**src/hdl/page_frame_allocator_assert.svh**
```systemverilog
// ---------------------------------------------------------------------------
// Page frame allocator assertion macros
// Shorthand for the concurrent checks of the allocator, clocked on aclk and
// disabled while aresetn is low.
// ---------------------------------------------------------------------------
`ifndef PAGE_FRAME_ALLOCATOR_ASSERT_SVH
`define PAGE_FRAME_ALLOCATOR_ASSERT_SVH

// The consequent must hold in the same cycle as the antecedent.
`define PFA_ASSERT_NOW(label, ante, cons, msg) \
    label: assert property (@(posedge aclk) disable iff (!aresetn) (ante) |-> (cons)) \
        else $error(msg);

// The consequent must hold in the cycle after the antecedent.
`define PFA_ASSERT_NEXT(label, ante, cons, msg) \
    label: assert property (@(posedge aclk) disable iff (!aresetn) (ante) |=> (cons)) \
        else $error(msg);

`endif

```
**src/hdl/pfa_pkg.sv**
```systemverilog
// ---------------------------------------------------------------------------
// Page frame allocator package
// Field widths, operation and status codes, register map and default sizes.
// ---------------------------------------------------------------------------
package pfa_pkg;

    localparam int ADDR_W     = 52;
    localparam int PAGE_W     = 12;
    localparam int FN_W       = ADDR_W - PAGE_W;
    localparam int CNT_W      = 13;
    localparam int KIND_W     = 2;
    localparam int STATUS_W   = 2;
    localparam int S_TDATA_W  = 72;
    localparam int M_TDATA_W  = 56;
    localparam int WORD_W     = 64;
    localparam int CHUNK_W    = 16;
    localparam int CFG_DATA_W = 64;
    localparam int CFG_ADDR_W = 5;
    localparam int CFG_REGIONS = 2;

    localparam int REGIONS_DEF           = 2;
    localparam int FRAMES_PER_REGION_DEF = 4096;
    localparam int CACHE_DEPTH_DEF       = 16;

    localparam logic [WORD_W-1:0] FULL_WORD = 64'hffff_ffff_ffff_ffff;

    localparam logic [KIND_W-1:0] KIND_ALLOC   = 2'd0;
    localparam logic [KIND_W-1:0] KIND_FREE    = 2'd1;
    localparam logic [KIND_W-1:0] KIND_RESERVE = 2'd2;

    localparam logic [STATUS_W-1:0] STATUS_OK      = 2'd0;
    localparam logic [STATUS_W-1:0] STATUS_NO_FREE = 2'd1;
    localparam logic [STATUS_W-1:0] STATUS_BAD     = 2'd2;

    localparam logic [1:0] REG_REGION0_BASE   = 2'd0;
    localparam logic [1:0] REG_REGION0_FRAMES = 2'd1;
    localparam logic [1:0] REG_REGION1_BASE   = 2'd2;
    localparam logic [1:0] REG_REGION1_FRAMES = 2'd3;

    localparam logic [1:0] REG_BASE_IDX [CFG_REGIONS] = '{REG_REGION0_BASE, REG_REGION1_BASE};
    localparam logic [1:0] REG_FRAMES_IDX [CFG_REGIONS] =
        '{REG_REGION0_FRAMES, REG_REGION1_FRAMES};

endpackage

```
**src/hdl/pfa_ram.sv**
```systemverilog
// ---------------------------------------------------------------------------
// Page frame allocator RAM
// Generic simple dual-port RAM with one write port and a registered read.
// ---------------------------------------------------------------------------
module pfa_ram import pfa_pkg::*; #(
    parameter int WIDTH = WORD_W,
    parameter int DEPTH = REGIONS_DEF * CACHE_DEPTH_DEF,
    localparam int AW = (DEPTH > 1) ? $clog2(DEPTH) : 1
) (
    input  logic             aclk,
    input  logic             we,
    input  logic [AW-1:0]    waddr,
    input  logic [WIDTH-1:0] wdata,
    input  logic [AW-1:0]    raddr,
    output logic [WIDTH-1:0] rdata
);

    logic [WIDTH-1:0] mem [DEPTH];

    always_ff @(posedge aclk) begin
        if (we) begin
            mem[waddr] <= wdata;
        end
        rdata <= mem[raddr];
    end

endmodule

```
**config.mk**
```make
export PLATFORM = sky130hd
export DESIGN_NAME = pfa_ram
export DESIGN_NICKNAME = d
export VERILOG_FILES = /design/src/hdl/page_frame_allocator_assert.svh /design/src/hdl/pfa_pkg.sv /design/src/hdl/pfa_ram.sv
export SDC_FILE = /design/constraint.sdc
export NUM_CORES = 2
export LEC_CHECK = 0
export BUFFER_PORTS_ARGS = -buffer_cell sky130_fd_sc_hd__buf_2
export CAP_MARGIN = 25
export CORE_ASPECT_RATIO = 1.5
export CORE_MARGIN = 2
export CORE_UTILIZATION = 25
export DETAILED_ROUTE_END_ITERATION = 6
export HOLD_SLACK_MARGIN = 0.1
export PLACE_DENSITY = 0.41
export RECOVER_POWER = 50
export SYNTH_ARGS = -nofsm -noshare
export SYNTH_HDL_FRONTEND = slang
export SYNTH_SLANG_ARGS = --single-unit
```
**constraint.sdc**
```tcl
create_clock -name aclk -period 8 [get_ports aclk]
set_input_delay 0.4 -clock aclk [delete_from_list [all_inputs] [get_ports aclk]]
set_output_delay 0.4 -clock aclk [all_outputs]
set_load 0.03 [all_outputs]
```
* Yosys cells after proc, flatten, opt, wreduce, memory -nomap -nowiden *
Memories as Yosys holds them, arrays and structs flattened. A register that Yosys moved wholly into a read port is not among the register bits.
Cells that the tools add are included.
Widths: inputs -> output; s select.

storage, ports and cells
  logic and storage cells = 3
  output and inout port bits = 64
  bits in registers = 0
  RAM bits = 2048
  input bits = 76
  memories kept = 1

memory list
  name  words  width  rd ports  clocked after memory_dff  write ports  line           source
  mem   32     64     1         1                         1            pfa_ram.sv:18  logic [WIDTH-1:0] mem [DEPTH];

cells by class
  muxes and demuxes = 2

operators with widths
  operator  number
  $mux 1    2

* Depth between registers and ports, before layout *
  word-level depth = 2
  depth in mapped cells = 9
  depth with buffers taken out = 4

* Least setup slack after synthesis *
OpenSTA, ideal clock, no wires.

  path type = input to register
  start = input port waddr[1]
  end = memory mem[12][0] (netlist bit), enable pin
  setup slack = 3.778 ns
  data required time = 7.514 ns
  cell stages on the path = 3
  buffers on the path = 1
  arrival = 3.736 ns
  setup time = 0.486 ns
  cell sequence = or3b_2 > clkbuf_1 > nor2_1

RTL lines
  element      line           source
  from (decl)  pfa_ram.sv:12  input logic [AW-1:0] waddr,
  to (decl)    pfa_ram.sv:18

Straight into the memory's write port.

* Final worst setup path *
  start = input port waddr[1]
  end = memory mem[14][45] (netlist bit), enable pin

Straight into the memory's write port.

==> results.sh <==
export IMPL_fin_crit_ps=3980
export IMPL_ant_nets=0
export IMPL_ir_drop_mv=0.175
export IMPL_clockBufferDepth=4
export IMPL_synth_top_family_by_area="multiplexers"
export IMPL_crit_chain="clkbuf_1, nand3b_1, clkbuf_1, nor2_4, clkbuf_1, buf_4"
export IMPL_rsz0062_at_grt="no"
export IMPL_path_depth=6
export IMPL_top_layer="met5"
export IMPL_core_um2=314000
export IMPL_relSlewSlack_pct=-123
export IMPL_drc_errors=0
export IMPL_cts_buffers=201
export IMPL_ios=140
export IMPL_swShare_pct=21.4
export IMPL_muxShareOfSynthArea_pct=18.7
export IMPL_design_power_total_mw=23.1
export IMPL_critPathMaxStageDelay_ps=1860
export IMPL_period_share_pct=49.7
export IMPL_synthXorXnorAreaFrac_pct=0
export IMPL_syn_nets=3173
export IMPL_drtPass1Iterations=5
export IMPL_yosys_register_bits=2112
export IMPL_cts_sinks=2112
export IMPL_fmax_mhz=251
export IMPL_wl_um=220000
export IMPL_wl_met3_um=7800
export IMPL_wl_met2_um=114000
export IMPL_status="finished with violations"
export IMPL_vias=34800
export IMPL_p_switching_mw=4.95
export IMPL_htreeDepth=4
export IMPL_arrival_ps=4440
export IMPL_p_seq_share_pct=53.6
export IMPL_ff2ff_path_depth=4
export IMPL_crit_required_ps=8460
export IMPL_hold_viol_final=0
export IMPL_die_h_um=692
export IMPL_layout_drive_gt1_share_pct=31.7
export IMPL_ys_seq_area_share_pct=79.5
export IMPL_netlist_area_leader_share_pct=77.9
export IMPL_reg2reg_setup_slack_ps=5890
export IMPL_power_density_nw_per_um2=250
export IMPL_pwr_share_comb_pct=5.1
export IMPL_cts_tree="done"
export IMPL_antenna_found_initial=31
export IMPL_final_area_um2=92200
export IMPL_path_max_fanout=40
export IMPL_worst_pin_slew_ps=3340
export IMPL_criticalPathCategory="in2reg"
export IMPL_violations="capacitance limit, slew limit"
export IMPL_wl_met1_um=93000
export IMPL_fin_worst_skew_ps=63.8
export IMPL_netlist_area_um2=79000
export IMPL_dp_cells=7365
export IMPL_synthCells=3097
export IMPL_synth_top_cell_by_area="edfxtp_1"
export IMPL_yosys_top_cells_count="edfxtp_1, mux4_2, mux2_2"
export IMPL_yosysMostFrequentCell="edfxtp_1"
export IMPL_synth_cell_types=31
export IMPL_grt_pass1_vias=37500
export IMPL_synth_compound_area_share_pct=0.466
export IMPL_clkPwrFrac_pct=41.2
export IMPL_synth_simple_area_share_pct=0.379
export IMPL_synth_adder_area_share_pct=0
export IMPL_die_area_um2=320000
export IMPL_grt_pass1_wl_um=306000
export IMPL_synth_area_leaders="edfxtp_1, mux4_2, dfxtp_1, mux2_2, mux2i_1"
export IMPL_path_buf_inv=4
export IMPL_dr_first_iter_drc_count=2695
export IMPL_p_int_mw=18.1
export IMPL_power_leakage_nw=27.8
export IMPL_start_util_pct=25.1
export IMPL_cpMostUsedCell="clkbuf_1"
export IMPL_grt_max_degree=107
export IMPL_hold_path_class="in2reg"
export IMPL_rows=252
export IMPL_grt_use_total_pct=13.5
export IMPL_gr_total_overflow=0
export IMPL_routabilityCongestion=0.679
export IMPL_setup_viol=0
export IMPL_holdPathStages=2
export IMPL_syn2layout_area_growth_pct=16.8
export IMPL_drv_slew=150
export IMPL_stdcell_count=7803
export IMPL_avgRoutedWirePerCell_um=28.2
export IMPL_synth_avg_cell_area_um2=25.5
export IMPL_setup_ws_ps=4020
export IMPL_fin_nets=3517
export IMPL_cp_top_family="buffers and inverters"
export IMPL_synth_flop_cell="edfxtp_1"
export IMPL_die_w_um=463
export IMPL_synthArstFlopShare_pct=0
export IMPL_drt_vias_per_instance=4.46
export IMPL_endpoint_kind="flip-flop"
export IMPL_synth_edff_count=2048
export IMPL_setup_tns_ps=0
export IMPL_port_buffers=139
export IMPL_dp_slack_ps=4340
export IMPL_clkLatencyLatePin_ps=850
export IMPL_drv_cap=7
export IMPL_hpwl_um=113000
export IMPL_post_dp_cell_area_um2=85300
export IMPL_ys_warn_count=0
export IMPL_crit_path_start_kind="primary input"
export IMPL_cp_slowest_cell="clkbuf_1"
export IMPL_clk_pin_slew_ps=60
export IMPL_cts_root_buf="clkbuf_16"
## repair_timing
| action | CTS | global route |
|---|---|---|
| hold buffers | 64 | 0 |
| setup buffers | 0 | 0 |
| gates resized for setup | 0 | 0 |
| hold endpoints to repair | 2020 | 0 |
## per-layer routing
layer  global-route usage [%]  up-vias
met5                        0        -
li1                         -    14200
met3                     1.88      288
met4                     3.06       12
met2                     24.2      672
met1                     17.2    19600
## flip-flops by register name, summed over array words and instances, names as in the netlist
name,count
rdata,64
mem,2048
## worst reg2reg max path, delay by kind of cell (launching register included)
kind | cells | cell delay (ps)
multiplexers | 1 | 480
flip-flops | 1 | 370
AO/OA/AOI/OAI | 2 | 790
AND/OR/NAND/NOR | 1 | 300
## logic make-up after synthesis
logic type | Yosys count
buf+inv | 157
flops | 2112
mux | 714
compound gates | 50
simple gates | 64
## power by group through the flow
| stage | clock, mW | combinational, mW | sequential [mW] |
|---|---|---|---|
| floorplan | 0 | 0.617 | 12.7 |
| global route | 10.1 | 1.28 | 12.4 |
| finish | 9.51 | 1.19 | 12.4 |
| global placement | 0 | 1.19 | 12.6 |
| detailed placement | 0 | 1.20 | 12.6 |
| CTS | 9.81 | 1.24 | 12.4 |
## per-stage QoR
step,hold WS [ps],utilization (%)
after floorplan,499,-
after global placement,819,27.1
after detailed placement,837,27.2
after CTS,230,29.4
after global routing,272,29.4
final,309,29.4
## placed cells by master, fill, tap and decap left out, types with 4 or more instances in the layout
cell / instances
buf_2: 69
nor2_4: 28
clkbuf_1: 131
buf_4: 75
dlygate4sd3_1: 64
dfxtp_1: 64
nand3b_1: 5
o21ai_0: 9
clkbuf_8: 23
diode_2: 11
edfxtp_1: 2048
mux4_2: 602
nor2b_1: 4
mux2i_1: 38
clkinv_1: 30
bufinv_16: 15
buf_12: 12
nor2_1: 13
a221oi_1: 12
o22ai_1: 10
clkbuf_16: 203
clkinv_2: 26
mux2_2: 74
## final timing paths
check / end / startpoint
worst min-delay path: rdata[12] / raddr[1]
worst max register to register: rdata[46] / mem[2][46]
worst max-delay path: mem[14][45] / waddr[1]
worst min register to register: rdata[34] / mem[4][34]
## layout make-up
| type | instances | area, µm² |
|---|---|---|
| fillers | 30500 | 222000 |
| flip-flops and latches | 2112 | 62800 |
| multi-input cells | 828 | 15600 |
| clock buffers | 283 | 5590 |
| well taps | 4191 | 5240 |
| repair buffers | 297 | 2130 |
| clock inverters | 80 | 795 |
| diodes | 11 | 27.5 |
| inverters | 1 | 3.75 |
(Power assumes the default switching activity.)
